## src/hdl/ttg_pkg.sv

```systemverilog
package ttg_pkg;

    localparam int COORD_BITS       = 16;
    localparam int NORMAL_FRAC_BITS = 14;
    localparam int DIFF_SHIFT  = (COORD_BITS > 24) ? COORD_BITS - 24 : 0;
    localparam int OUT_LIMIT   = (NORMAL_FRAC_BITS >= 15) ? 32767 : (1 << NORMAL_FRAC_BITS);
    localparam int DIFF_BITS   = COORD_BITS + 1 - DIFF_SHIFT;
    localparam int TG_FIT      = 20;
    localparam int O_FIT       = 30;

    // Wide working words for the tangent arithmetic
    localparam int TG_BITS  = 2 * DIFF_BITS + 2;
    localparam int DOT_BITS = TG_FIT + 1 + 16 + 2;
    localparam int O_BITS   = DOT_BITS + 17 + 1;
    localparam int SUM_BITS = 2 * O_FIT + 2;
    localparam int LEN_BITS = SUM_BITS / 2;
    localparam int QN_BITS  = O_FIT + NORMAL_FRAC_BITS;

    typedef enum logic [1:0] {
        CORNER_OLD = 2'd0,
        CORNER_MID = 2'd1,
        CORNER_NEW = 2'd2
    } corner_t;

    typedef struct packed {
        logic                          restart;
        logic signed [COORD_BITS-1:0]  pos_x;
        logic signed [COORD_BITS-1:0]  pos_y;
        logic signed [COORD_BITS-1:0]  pos_z;
        logic signed [COORD_BITS-1:0]  tex_u;
        logic signed [COORD_BITS-1:0]  tex_v;
        logic signed [15:0]            norm_x;
        logic signed [15:0]            norm_y;
        logic signed [15:0]            norm_z;
    } in_item_t;

    typedef struct packed {
        logic [1:0]         corner;
        logic signed [15:0] tan_x;
        logic signed [15:0] tan_y;
        logic signed [15:0] tan_z;
        logic               degenerate;
        logic               last;
    } out_item_t;

    typedef struct packed {
        logic signed [COORD_BITS-1:0] px, py, pz, tu, tv;
        logic signed [15:0]           nx, ny, nz;
    } vtx_t;

    // One assembled triangle, passed from the front to the back
    typedef struct packed {
        vtx_t a;
        vtx_t b;
        vtx_t c;
    } tri_t;

    // Truncate-toward-zero right shift
    function automatic logic signed [O_BITS-1:0] shr_tz(
        input logic signed [O_BITS-1:0] v, input logic [6:0] k);
        logic [O_BITS-1:0] m;
        begin
            m = v[O_BITS-1] ? O_BITS'(-v) : O_BITS'(v);
            m = m >> k;
            shr_tz = v[O_BITS-1] ? -$signed(m) : $signed(m);
        end
    endfunction

    function automatic logic [O_BITS-1:0] mag(input logic signed [O_BITS-1:0] v);
        mag = v[O_BITS-1] ? O_BITS'(-v) : O_BITS'(v);
    endfunction

endpackage

```

## src/hdl/ttg_front.sv

```systemverilog
module ttg_front (
    input  logic             aclk,
    input  logic             aresetn,
    input  logic             topology_mode,
    input  logic             s_valid,
    output logic             s_ready,
    input  ttg_pkg::in_item_t s_data,
    output logic             q_valid,
    input  logic             q_ready,
    output ttg_pkg::tri_t    q_data
);

    ttg_pkg::vtx_t  held_reg [2];
    logic [1:0]     held_count_reg;
    ttg_pkg::vtx_t  v;
    logic [1:0]     cnt;
    logic           fire;

    always_comb begin
        v.px = s_data.pos_x; v.py = s_data.pos_y; v.pz = s_data.pos_z;
        v.tu = s_data.tex_u; v.tv = s_data.tex_v;
        v.nx = s_data.norm_x; v.ny = s_data.norm_y; v.nz = s_data.norm_z;
        cnt = s_data.restart ? 2'd0 : held_count_reg;
    end

    // A triangle completes only when the queue can take it
    assign fire    = (cnt == 2'd2);
    assign s_ready = !fire || q_ready;
    assign q_valid = s_valid && fire;
    assign q_data  = '{a: held_reg[0], b: held_reg[1], c: v};

    always_ff @(posedge aclk) begin
        if (!aresetn) begin
            held_count_reg <= 2'd0;
        end else if (s_valid && s_ready) begin
            if (!fire) begin
                held_count_reg <= cnt + 2'd1;
            end else if (topology_mode) begin
                held_count_reg <= 2'd2;
            end else begin
                held_count_reg <= 2'd0;
            end
        end
    end

    always_ff @(posedge aclk) begin
        if (s_valid && s_ready) begin
            if (!fire) begin
                held_reg[cnt[0]] <= v;
            end else if (topology_mode) begin
                held_reg[0] <= held_reg[1];
                held_reg[1] <= v;
            end
        end
    end

    assert property (@(posedge aclk) disable iff (!aresetn)
        held_count_reg != 2'd3)
        else $error("held count overflow");
    assert property (@(posedge aclk) disable iff (!aresetn)
        q_valid |-> s_valid)
        else $error("triangle without vertex");
    assert property (@(posedge aclk) disable iff (!aresetn)
        (s_valid && s_ready && !topology_mode && fire) |=> held_count_reg == 2'd0)
        else $error("list mode did not drop held vertices");

endmodule

```

## config.mk

```make
export PLATFORM = sky130hd
export DESIGN_NAME = ttg_front
export DESIGN_NICKNAME = d
export VERILOG_FILES = /design/src/hdl/ttg_pkg.sv /design/src/hdl/ttg_front.sv
export SDC_FILE = /design/constraint.sdc
export NUM_CORES = 1
export LEC_CHECK = 0
export BUFFER_PORTS_ARGS = -buffer_cell sky130_fd_sc_hd__buf_2
export CORE_AREA = 2 2 203 205
export CTS_BUF_LIST = sky130_fd_sc_hd__clkbuf_16
export DETAILED_ROUTE_END_ITERATION = 8
export DIE_AREA = 0 0 205 207
export PLACE_DENSITY = 0.58
export SLEW_MARGIN = 20
export SYNTH_ARGS = -nofsm -noshare
export SYNTH_HDL_FRONTEND = slang
export SYNTH_SLANG_ARGS = --single-unit
```

## constraint.sdc

```tcl
create_clock -name aclk -period 6.85 [get_ports aclk]
set_input_delay 0.685 -clock aclk [delete_from_list [all_inputs] [get_ports aclk]]
set_output_delay 0.685 -clock aclk [all_outputs]
set_load 0.02 [all_outputs]
```

==> impl_metrics.py <==
metrics = {
    "timing": {
        "slew_viol_final": 0,
        "slew-limit-headroom_pct": 37.0,
        "report.final.setup_viol": 0,
        "grt_setup_unrepaired": "no",
        "worst-slew-pin-transition_ns": 0.945,
        "report.final.hold_viol_count": 0,
        "fin_crit_ns": 2.24,
        "fin_crit_sh_pct": 32.7,
        "maxClockFrequency_mhz": 446,
        "fin_tns_setup_ns": 0,
        "fin_worst_skew_ns": 0.0119,
    },
    "grt": {
        "global_route.peak_usage_layer": "met2",
        "first_global_vias": 5965,
        "grt_max_degree": 129,
        "grt_overflow_total": 0,
        "grt.met1_usage_pct": 13.0,
        "grt_use_met3_pct": 3.32,
        "first_pass_grt_wire_length_um": 36700,
        "grt_antenna_before_repair": 1,
        "grt_util_all_layers_pct": 11.1,
        "grt_use_met2_pct": 19.3,
    },
    "logic_synthesis": {
        "ys_dominant_reg_cell": "edfxtp_1",
        "synth_seq_area_share_pct": 74.3,
        "post_synth_most_frequent_cells": "edfxtp_1, buf_4, mux2_2, buf_6, nor2_1",
        "synthesis.nets": 681,
        "yosys.cell_types.count": 19,
        "yosys.area.top_type_share_pct": 73.9,
        "yosys_warnings": 0,
        "cell_taking_the_most_area_after_synthesis": "edfxtp_1",
        "synth_seq_cells": 258,
        "synth-async-reset-ratio_pct": 0,
        "synth_edf_count": 256,
        "largest_cells_by_area_after_synthesis": "edfxtp_1, mux2_2, buf_4",
        "synthMostInstantiatedCell": "edfxtp_1",
        "syn_avg_cell_area_um2": 19.0,
        "post_synthesis_cell_area_um2": 10400,
        "synthCells": 547,
    },
    "place": {
        "finalWeightedCongestion": 0.758,
        "placed_cells_incl_taps": 1461,
        "place.detailed.hpwl_um": 17900,
        "port-buffer-count": 519,
    },
    "floorplan": {
        "std_cell_rows": 74,
        "die_w_um": 205,
        "placeableCoreArea_um2": 40400,
        "floorplan.initialDensity_pct": 25.8,
        "die_y_um": 207,
        "dieArea_um2": 42400,
        "boundary_pins": 520,
    },
    "clock_tree": {
        "cts.clk_slew.worst_paths_ns": 0.06,
        "post_cts_resized": 0,
        "cts_hold_repair.buffers": 0,
        "cts-htree-levels": 1,
        "tritoncts_num_sinks": 258,
        "cts-root-to-sink-buffers": 3,
        "cts_root_buf": "clkbuf_16",
        "cts_tree": "built",
        "cts_setup_buffers": 0,
        "worstSkewPairLatency_ns": 0.54,
        "numCtsBuffers": 28,
    },
    "setup_path": {
        "crit-reg2reg-capture": "held_reg[0][91]",
        "worstPathArrival_ns": 1.56,
        "criticalPathCategory": "reg -> out",
        "timing.rr.start": "held_count_reg[1]",
        "critPathLaunchType": "register",
        "worst-r2r-cell-count": 4,
        "r2r_slack_ns": 4.66,
        "cp-endpoint": "s_ready",
        "critPathRequiredTime_ns": 6.16,
        "crit_start": "held_count_reg[1]",
        "critical_path.max_fanout": 5,
        "critical_path.endpoint_type": "output pin",
    },
    "routing": {
        "drtIter0Drc": 267,
        "iteration_count_of_the_initial_detailed_routing_pass": 4,
        "vias": 6102,
        "drc": 0,
        "detail-route-antenna-nets": 0,
        "detail_route.wirelength_um": 25200,
        "routed_wire_length_per_instance_um": 16.6,
        "vias_per_cell": 4.04,
    },
    "power": {
        "p_leak_nw": 5.44,
        "cellInternalPower_mw": 2.82,
        "irDropWorstVdd_mv": 0.197,
        "power_frac_seq_pct": 50.0,
        "cellPowerDensity_nw_per_um2": 273,
        "power.switching_mw": 0.871,
        "netSwitchingFraction_pct": 23.6,
        "p_comb_share_pct": 10.5,
        "pwr-share-clk_pct": 39.6,
    },
    "finish": {
        "flow.area_growth_from_synthesis_pct": 29.9,
        "finish.cell_count_without_fillers": 1512,
        "largest_register_ff_count": 256,
        "layout.core_utilization_pct": 33.5,
        "n_antenna_cell": 0,
        "drive_gt1_share_pct": 70.6,
        "number_of_nets_in_the_layout": 1093,
    },
    "hold_path": {
        "hold_path_class": "in -> reg",
    },
    "run_status": {
        "status": "completed",
    },
    "flow_run": {
        "drv.max_cap_violation_count": 0,
    },
}
==> worst min-delay path by stage <==
stage / cells past startpoint / start / endpoint
after detailed placement: 2 / held_count_reg[0] / held_count_reg[0]
final: 1 / s_data[107] / held_reg[1][107]
after global placement: 2 / held_count_reg[0] / held_count_reg[0]
after CTS: 1 / s_data[75] / held_reg[1][75]
after floorplan: 2 / held_count_reg[0] / held_count_reg[0]
after global routing: 1 / s_data[17] / held_reg[1][17]
==> per-layer routing <==
metal	routed length, um	vias to the layer above	part of all wire [%]
met4	609	0	2.4
met2	12500	336	50
li1	-	2767	-
met5	0	-	0
met3	2180	37	8.7
met1	9890	2962	39
==> kinds of logic after synthesis <==
kind of cell	synth area share, %
AND/OR/NAND/NOR	0.782
buffers and inverters	10.7
AO/OA/AOI/OAI	0.349
multiplexers	13.9
flip-flops	74.3
==> power groups by stage <==
stage          Combinational, mW  Sequential (mW)  Clock [mW]
6_report                   0.388             1.85        1.46
5_1_grt                    0.415             1.85        1.57
4_1_cts                    0.395             1.85        1.51
3_5_place_dp               0.394             1.88           0
3_3_place_gp               0.391             1.88           0
2_1_floorplan              0.171             1.97           0
==> cells in the final DEF, fill, tap and decap left out <==
cell,netlist,layout
nor2_1,4,3
nor2_4,0,1
buf_4,129,4
clkbuf_16,0,29
a21boi_0,1,1
inv_1,2,6
dfxtp_1,2,2
o21ai_0,1,1
or3_1,1,1
o31a_1,1,1
nor3_4,1,1
clkinv_2,0,3
nand2b_4,1,2
buf_2,1,519
a31oi_1,1,1
mux2_2,128,128
nand2_1,1,1
nand2b_1,3,2
clkinv_1,0,11
edfxtp_1,256,256
bufinv_16,0,3
a2111oi_0,1,1
nor3b_1,1,1
inv_6,0,1
buf_12,0,1
==> through the flow <==
step / setup WS (ns) / power (mW) / hold slack (ns) / instance area (um^2)
global placement: 4.24 / 2.27 / 0.527 / 12600
floorplan: 1.83 / 2.14 / 0.498 / 10400
CTS: 4.59 / 3.75 / 0.308 / 13500
finish: 4.61 / 3.69 / 0.340 / 13500
detailed placement: 4.20 / 2.27 / 0.539 / 12600
global route: 4.52 / 3.84 / 0.311 / 13500
==> worst max-delay path, cell delays in order, from the launching register on <==
cell	delay (ns)
dfxtp_1	0.45
nand2b_4	0.09
or3_1	0.31
buf_2	0.17
==> layout make-up <==
cell class | count | area [um^2]
clock inverters | 22 | 170
inverters | 2 | 7.51
multi-input cells | 145 | 1570
well taps | 532 | 666
repair buffers | 524 | 2650
fillers | 4025 | 26900
clock buffers | 29 | 726
flip-flops and latches | 258 | 7730
No activity file was read; power rests on OpenSTA's default activity.
