**src/hdl/ttg_pkg.sv**
```systemverilog
package ttg_pkg;

    localparam int COORD_BITS       = 16;
    localparam int NORMAL_FRAC_BITS = 14;
    localparam int DIFF_SHIFT  = (COORD_BITS > 24) ? COORD_BITS - 24 : 0;
    localparam int OUT_LIMIT   = (NORMAL_FRAC_BITS >= 15) ? 32767 : (1 << NORMAL_FRAC_BITS);
    localparam int DIFF_BITS   = COORD_BITS + 1 - DIFF_SHIFT;
    localparam int TG_FIT      = 20;
    localparam int O_FIT       = 30;

    // Wide working words for the tangent arithmetic
    localparam int TG_BITS  = 2 * DIFF_BITS + 2;
    localparam int DOT_BITS = TG_FIT + 1 + 16 + 2;
    localparam int O_BITS   = DOT_BITS + 17 + 1;
    localparam int SUM_BITS = 2 * O_FIT + 2;
    localparam int LEN_BITS = SUM_BITS / 2;
    localparam int QN_BITS  = O_FIT + NORMAL_FRAC_BITS;

    typedef enum logic [1:0] {
        CORNER_OLD = 2'd0,
        CORNER_MID = 2'd1,
        CORNER_NEW = 2'd2
    } corner_t;

    typedef struct packed {
        logic                          restart;
        logic signed [COORD_BITS-1:0]  pos_x;
        logic signed [COORD_BITS-1:0]  pos_y;
        logic signed [COORD_BITS-1:0]  pos_z;
        logic signed [COORD_BITS-1:0]  tex_u;
        logic signed [COORD_BITS-1:0]  tex_v;
        logic signed [15:0]            norm_x;
        logic signed [15:0]            norm_y;
        logic signed [15:0]            norm_z;
    } in_item_t;

    typedef struct packed {
        logic [1:0]         corner;
        logic signed [15:0] tan_x;
        logic signed [15:0] tan_y;
        logic signed [15:0] tan_z;
        logic               degenerate;
        logic               last;
    } out_item_t;

    typedef struct packed {
        logic signed [COORD_BITS-1:0] px, py, pz, tu, tv;
        logic signed [15:0]           nx, ny, nz;
    } vtx_t;

    // One assembled triangle, passed from the front to the back
    typedef struct packed {
        vtx_t a;
        vtx_t b;
        vtx_t c;
    } tri_t;

    // Truncate-toward-zero right shift
    function automatic logic signed [O_BITS-1:0] shr_tz(
        input logic signed [O_BITS-1:0] v, input logic [6:0] k);
        logic [O_BITS-1:0] m;
        begin
            m = v[O_BITS-1] ? O_BITS'(-v) : O_BITS'(v);
            m = m >> k;
            shr_tz = v[O_BITS-1] ? -$signed(m) : $signed(m);
        end
    endfunction

    function automatic logic [O_BITS-1:0] mag(input logic signed [O_BITS-1:0] v);
        mag = v[O_BITS-1] ? O_BITS'(-v) : O_BITS'(v);
    endfunction

endpackage

```
**src/hdl/ttg_queue.sv**
```systemverilog
module ttg_queue (
    input  logic          aclk,
    input  logic          aresetn,
    input  logic          in_valid,
    output logic          in_ready,
    input  ttg_pkg::tri_t in_data,
    output logic          out_valid,
    input  logic          out_ready,
    output ttg_pkg::tri_t out_data
);

    ttg_pkg::tri_t mem_reg [2];
    logic          wptr_reg, rptr_reg;
    logic [1:0]    count_reg;

    assign in_ready  = (count_reg != 2'd2);
    assign out_valid = (count_reg != 2'd0);
    assign out_data  = mem_reg[rptr_reg];

    always_ff @(posedge aclk) begin
        if (!aresetn) begin
            wptr_reg  <= 1'b0;
            rptr_reg  <= 1'b0;
            count_reg <= 2'd0;
        end else begin
            if (in_valid && in_ready) wptr_reg <= !wptr_reg;
            if (out_valid && out_ready) rptr_reg <= !rptr_reg;
            count_reg <= count_reg + 2'(in_valid && in_ready) - 2'(out_valid && out_ready);
        end
    end

    always_ff @(posedge aclk) begin
        if (in_valid && in_ready) mem_reg[wptr_reg] <= in_data;
    end

    assert property (@(posedge aclk) disable iff (!aresetn) count_reg != 2'd3)
        else $error("queue count overflow");
    assert property (@(posedge aclk) disable iff (!aresetn)
        (count_reg == 2'd0) |-> (wptr_reg == rptr_reg))
        else $error("queue pointers disagree when empty");
    assert property (@(posedge aclk) disable iff (!aresetn)
        (count_reg == 2'd2) |-> (wptr_reg == rptr_reg))
        else $error("queue pointers disagree when full");

endmodule

```
**config.mk**
```make
export PLATFORM = sky130hd
export DESIGN_NAME = ttg_queue
export DESIGN_NICKNAME = d
export VERILOG_FILES = /design/src/hdl/ttg_pkg.sv /design/src/hdl/ttg_queue.sv
export SDC_FILE = /design/constraint.sdc
export NUM_CORES = 1
export LEC_CHECK = 0
export ABC_AREA = 1
export ABC_CLOCK_PERIOD_IN_PS = 25000
export BUFFER_PORTS_ARGS = -buffer_cell sky130_fd_sc_hd__buf_2
export CAP_MARGIN = 40
export CORE_AREA = 2 2 300 302
export CTS_BUF_LIST = sky130_fd_sc_hd__clkbuf_4
export DETAILED_ROUTE_END_ITERATION = 10
export DIE_AREA = 0 0 302 304
export PLACE_DENSITY = 0.53
export SLEW_MARGIN = 20
export SYNTH_ARGS = -nofsm -noshare
export SYNTH_HDL_FRONTEND = slang
export SYNTH_SLANG_ARGS = --single-unit
```
**constraint.sdc**
```tcl
create_clock -name aclk -period 25 [get_ports aclk]
set_input_delay 0 -clock aclk [delete_from_list [all_inputs] [get_ports aclk]]
set_output_delay 0 -clock aclk [all_outputs]
set_load 0.05 [all_outputs]
```
==> results of run 1 <==
-- per-stage QoR --
step                setup WS (ns)  utilization [%]
floorplan                   6.910                -
global placement            20.23            38.71
detailed placement          20.50            38.90
-- kinds of logic after synthesis --
logic type | synth area share (%)
AOI/OAI and AO/OA | 0.01695
xor gates and xnor gates | 0.02969
adders and majority gates | 0.04241
buffers and inverters | 1.887
DFF | 78.51
muxes | 19.24
and+or+nand+nor | 0.2714
==> flow_summary.yaml, run 1 <==
synthesis:
  synth_area_leader_cell: "edfxtp_1"
  synthesis.nets: 1620
  synth_common_cells: "edfxtp_1 (768), mux2_4 (360), buf_6 (28), mux2_2 (24)"
  synth.cell_area_um2: 29500
  synth_cells: 1231
  synth-edff-count: 768
  yosysWarnings: 0
  yosys.area.top_type_share_pct: 78.17
  yosysMostFrequentCell: "edfxtp_1"
  syn_avg_cell_area_um2: 23.96
  ys_top_cells_by_area: "edfxtp_1 (78%), mux2_4 (18%), buf_6 (1.1%), mux2_2 (0.92%), buf_8 (0.56%)"
  synth-seq-cells: 773
  yosysSeqAreaShare_pct: 78.51
  synthArstFlopShare_pct: 0
  synthFlopType: "edfxtp_1"
  ys_types: 15
floorplan:
  die_h_um: 304
  start_util_pct: 33.13
  die_x_um: 302
  rows: 110
  io_pins: 774
placed_design:
  dp.cells: 3160
  postPlaceCellArea_um2: 34640
  dpl.hpwl_mm: 51.21
  io_buffers: 773
  gp_congestion: 0.7942
clocking:
  cts_hold_buffers: 705
  cts.sinks: 773
  ctsRootBufferMaster: "clkbuf_4"
  cts-htree-levels: 4
  cts_buffers: 201
  post_cts_buffers: 0
  cts.path.max_buffers: 3
  cts_resized: 0
status:
  tool.error: "[ERROR RSZ-0060] Max buffer count reached."
  failing_step: "4_1_cts"
  outcome: "did not finish"
==> run 2, diff against run 1 <==
--- a/config.mk
+++ b/config.mk
@@ -9,11 +9,9 @@
 export ABC_CLOCK_PERIOD_IN_PS = 25000
 export BUFFER_PORTS_ARGS = -buffer_cell sky130_fd_sc_hd__buf_2
 export CAP_MARGIN = 40
-export CORE_AREA = 2 2 300 302
-export CTS_BUF_LIST = sky130_fd_sc_hd__clkbuf_4
+export CORE_UTILIZATION = 25
 export DETAILED_ROUTE_END_ITERATION = 10
-export DIE_AREA = 0 0 302 304
-export PLACE_DENSITY = 0.53
+export PLACE_DENSITY_LB_ADDON = 0.15
 export SLEW_MARGIN = 20
 export SYNTH_ARGS = -nofsm -noshare
 export SYNTH_HDL_FRONTEND = slang
==> flow_summary.yaml, run 2 <==
status:
  outcome: "complete, no violations"
drt:
  ant_nets: 0
  drt_pass1_iterations: 4
  viasPerCell: 3.967
  drc_errors: 0
  avgRoutedWirePerCell_um: 19.28
  totalWireLength_mm: 78.72
  initialDrtViolationCount: 589
  dr_total_vias: 16200
synthesis:
  synth_adder_area_share_pct: 0.04241
  synth_common_cells: "edfxtp_1 (768), mux2_4 (360), buf_6 (28), mux2_2 (24)"
  yosysSeqAreaShare_pct: 78.51
  synth-edff-count: 768
  synth-seq-cells: 773
  synthesis.nets: 1620
  ys_types: 15
  synthFlopType: "edfxtp_1"
  yosys.area_share.simple_pct: 0.2714
  synth_area_leader_cell: "edfxtp_1"
  yosysWarnings: 0
  synth_top_family_by_area: "multiplexers"
  synthXorXnorAreaFrac_pct: 0.02969
  syn_avg_cell_area_um2: 23.96
  yosys.area.top_type_share_pct: 78.17
  synth.cell_area_um2: 29500
  synth_compound_area_share_pct: 0.01696
  synthArstFlopShare_pct: 0
  muxShareOfSynthArea_pct: 19.24
  yosysMostFrequentCell: "edfxtp_1"
  synth_cells: 1231
  ys_top_cells_by_area: "edfxtp_1 (78%), mux2_4 (18%), buf_6 (1.1%), mux2_2 (0.92%), buf_8 (0.56%)"
layout:
  largest_register_ffs: 768
  mostFrequentLayoutCell: "buf_2"
  n_fill_cell: 11110
  regArea_um2: 23170
  layout-drive-gt1-share_pct: 50.98
  final_cell_mix: "buf_2 (773), edfxtp_1 (768), dlygate4sd3_1 (403)"
  nets: 2874
  multiInputGateArea_um2: 5797
  syn_to_final_growth_pct: 42.34
  stdcell_count: 4083
floorplan:
  design.core.area_um2: 116500
  start_util_pct: 25.32
  io_pins: 774
  dieArea_um2: 119400
  die_x_um: 345.5
  rows: 125
  die_h_um: 345.5
clocking:
  cts-htree-levels: 3
  cts.sinks: 773
  cts_hold_buffers: 403
  cts.path.max_buffers: 3
  post_cts_buffers: 0
  cts_buffers: 90
  path_clk_slew_ns: 0.06
  insertion_delay_ns: 0.66
  ctsRootBufferMaster: "clkbuf_16"
  cts_resized: 0
  cts_tree: "yes"
worst_setup_path:
  worstSetupPathType: "reg2reg"
  r2r.worst_path.cells: 11
  r2r_end: "mem_reg[1][211]"
  worstPathArrival_ns: 4.70
  cp.required_ns: 25.30
  r2r-start: "count_reg[0]"
  cp_max_fo: 53
  start_kind: "flip-flop"
  r2r_slack_ns: 20.60
  end_kind: "flip-flop"
timing:
  hold_violations: 0
  max_freq_ghz: 0.2272
  maxSlewHeadroom_pct: 21.09
  period_minus_slack_ns: 4.402
  tns_ns: 0
  worstMarginPinSlew_ns: 1.184
  fin_crit_sh_pct: 17.61
  layout_setup_ws_ns: 20.60
  holdWs_ns: 0.07168
  finalMaxSlewViolations: 0
  clock_skew_ns: 0.03335
  finalSetupViolations: 0
  rsz0062_at_grt: "false"
min_path:
  hold_class: "in2reg"
  hold_path_depth: 2
  worstHoldStart: "in_data[234]"
  holdPathEnd: "mem_reg[1][234]"
grt:
  antenna_found_initial: 14
  grt_start_max_net_pins: 125
  grt_pass1_wl_mm: 114.3
  grt_use_total_pct: 12.83
  overflow: 0
  grt_pass1_vias: 18030
placed_design:
  io_buffers: 773
  pre_cts_ws_ns: 20.47
  dp.cells: 3512
  gp_congestion: 0.7699
  dpl.hpwl_mm: 55.19
pwr:
  p_leak_nw: 16.24
  total_power_w: 0.004529
  powerDensity_nw_per_um2: 107.8
  peakVddDrop_mv: 0.07502
job:
  max-cap-violations: 0
## run 2: routing by layer
metal  vias up  GRT usage (%)  wire length (µm)
li1       7435              -                 -
met1      8053          13.33             28850
met2       553          23.01             40530
met3       145          4.841              6420
met4        10          5.375              2850
met5         -              0                65
## run 2: through the flow
stage	utilization, %	instance area (µm²)
2_1_floorplan	-	29500
3_3_place_gp	29.96	34910
3_5_place_dp	30.20	35190
4_1_cts	35.97	41920
5_1_grt	36.04	41990
6_report	36.04	41990
## run 2: worst max-delay path by stage
stage | start | endpoint | slack [ns] | depth (start not counted)
2_1_floorplan | count_reg[0] | mem_reg[1][0] | 6.91 | 4
4_1_cts | flip-flop | out_data[135] | 20.36 | 7
3_5_place_dp | count_reg[0] | mem_reg[1][123] | 20.47 | 11
5_1_grt | count_reg[0] | mem_reg[1][363] | 20.24 | 11
3_3_place_gp | count_reg[0] | mem_reg[1][123] | 19.88 | 8
6_report | count_reg[0] | mem_reg[1][211] | 20.60 | 11
## run 2: cell families (layout without fill, tap and decap cells)
group                      after synthesis  after routing
and+or+nand+nor                         21             21
adders and majority gates                1              1
buffers and inverters                   50           1369
xor gates and xnor gates                 1              1
muxes                                  384            384
DFF                                    773            773
other                                    0              9
AOI/OAI and AO/OA                        1              1
## run 2: critical path, cell delays in order (launching register included)
cell and delay [ns]:
dfxtp_1 0.36, inv_1 0.06, nand2_1 0.06, nand2_1 0.19, nor2_4 0.63, buf_4 0.55
buf_4 0.48, buf_16 0.27, buf_4 0.35, buf_16 0.29, buf_4 0.33, buf_16 0.31
## run 2: report_power, final
part / switching (W) / total [W] / internal [W]
Combinational: 0.00110 / 0.00163 / 0.000528
Clock: 0.000503 / 0.00120 / 0.000696
Sequential: 0.0000532 / 0.00170 / 0.00164
Total: 0.00166 / 0.00453 / 0.00287
## run 2: layout make-up
type	count	share of cell area, %
inverter	7	0.06257
antenna	9	0.05363
clock buffer	113	5.619
timing repair buffer	1205	19.96
multi-input combinational	408	13.80
clock inverter	44	0.7896
tap	1524	4.541
sequential	773	55.17
No activity file was read; power rests on OpenSTA's default activity.
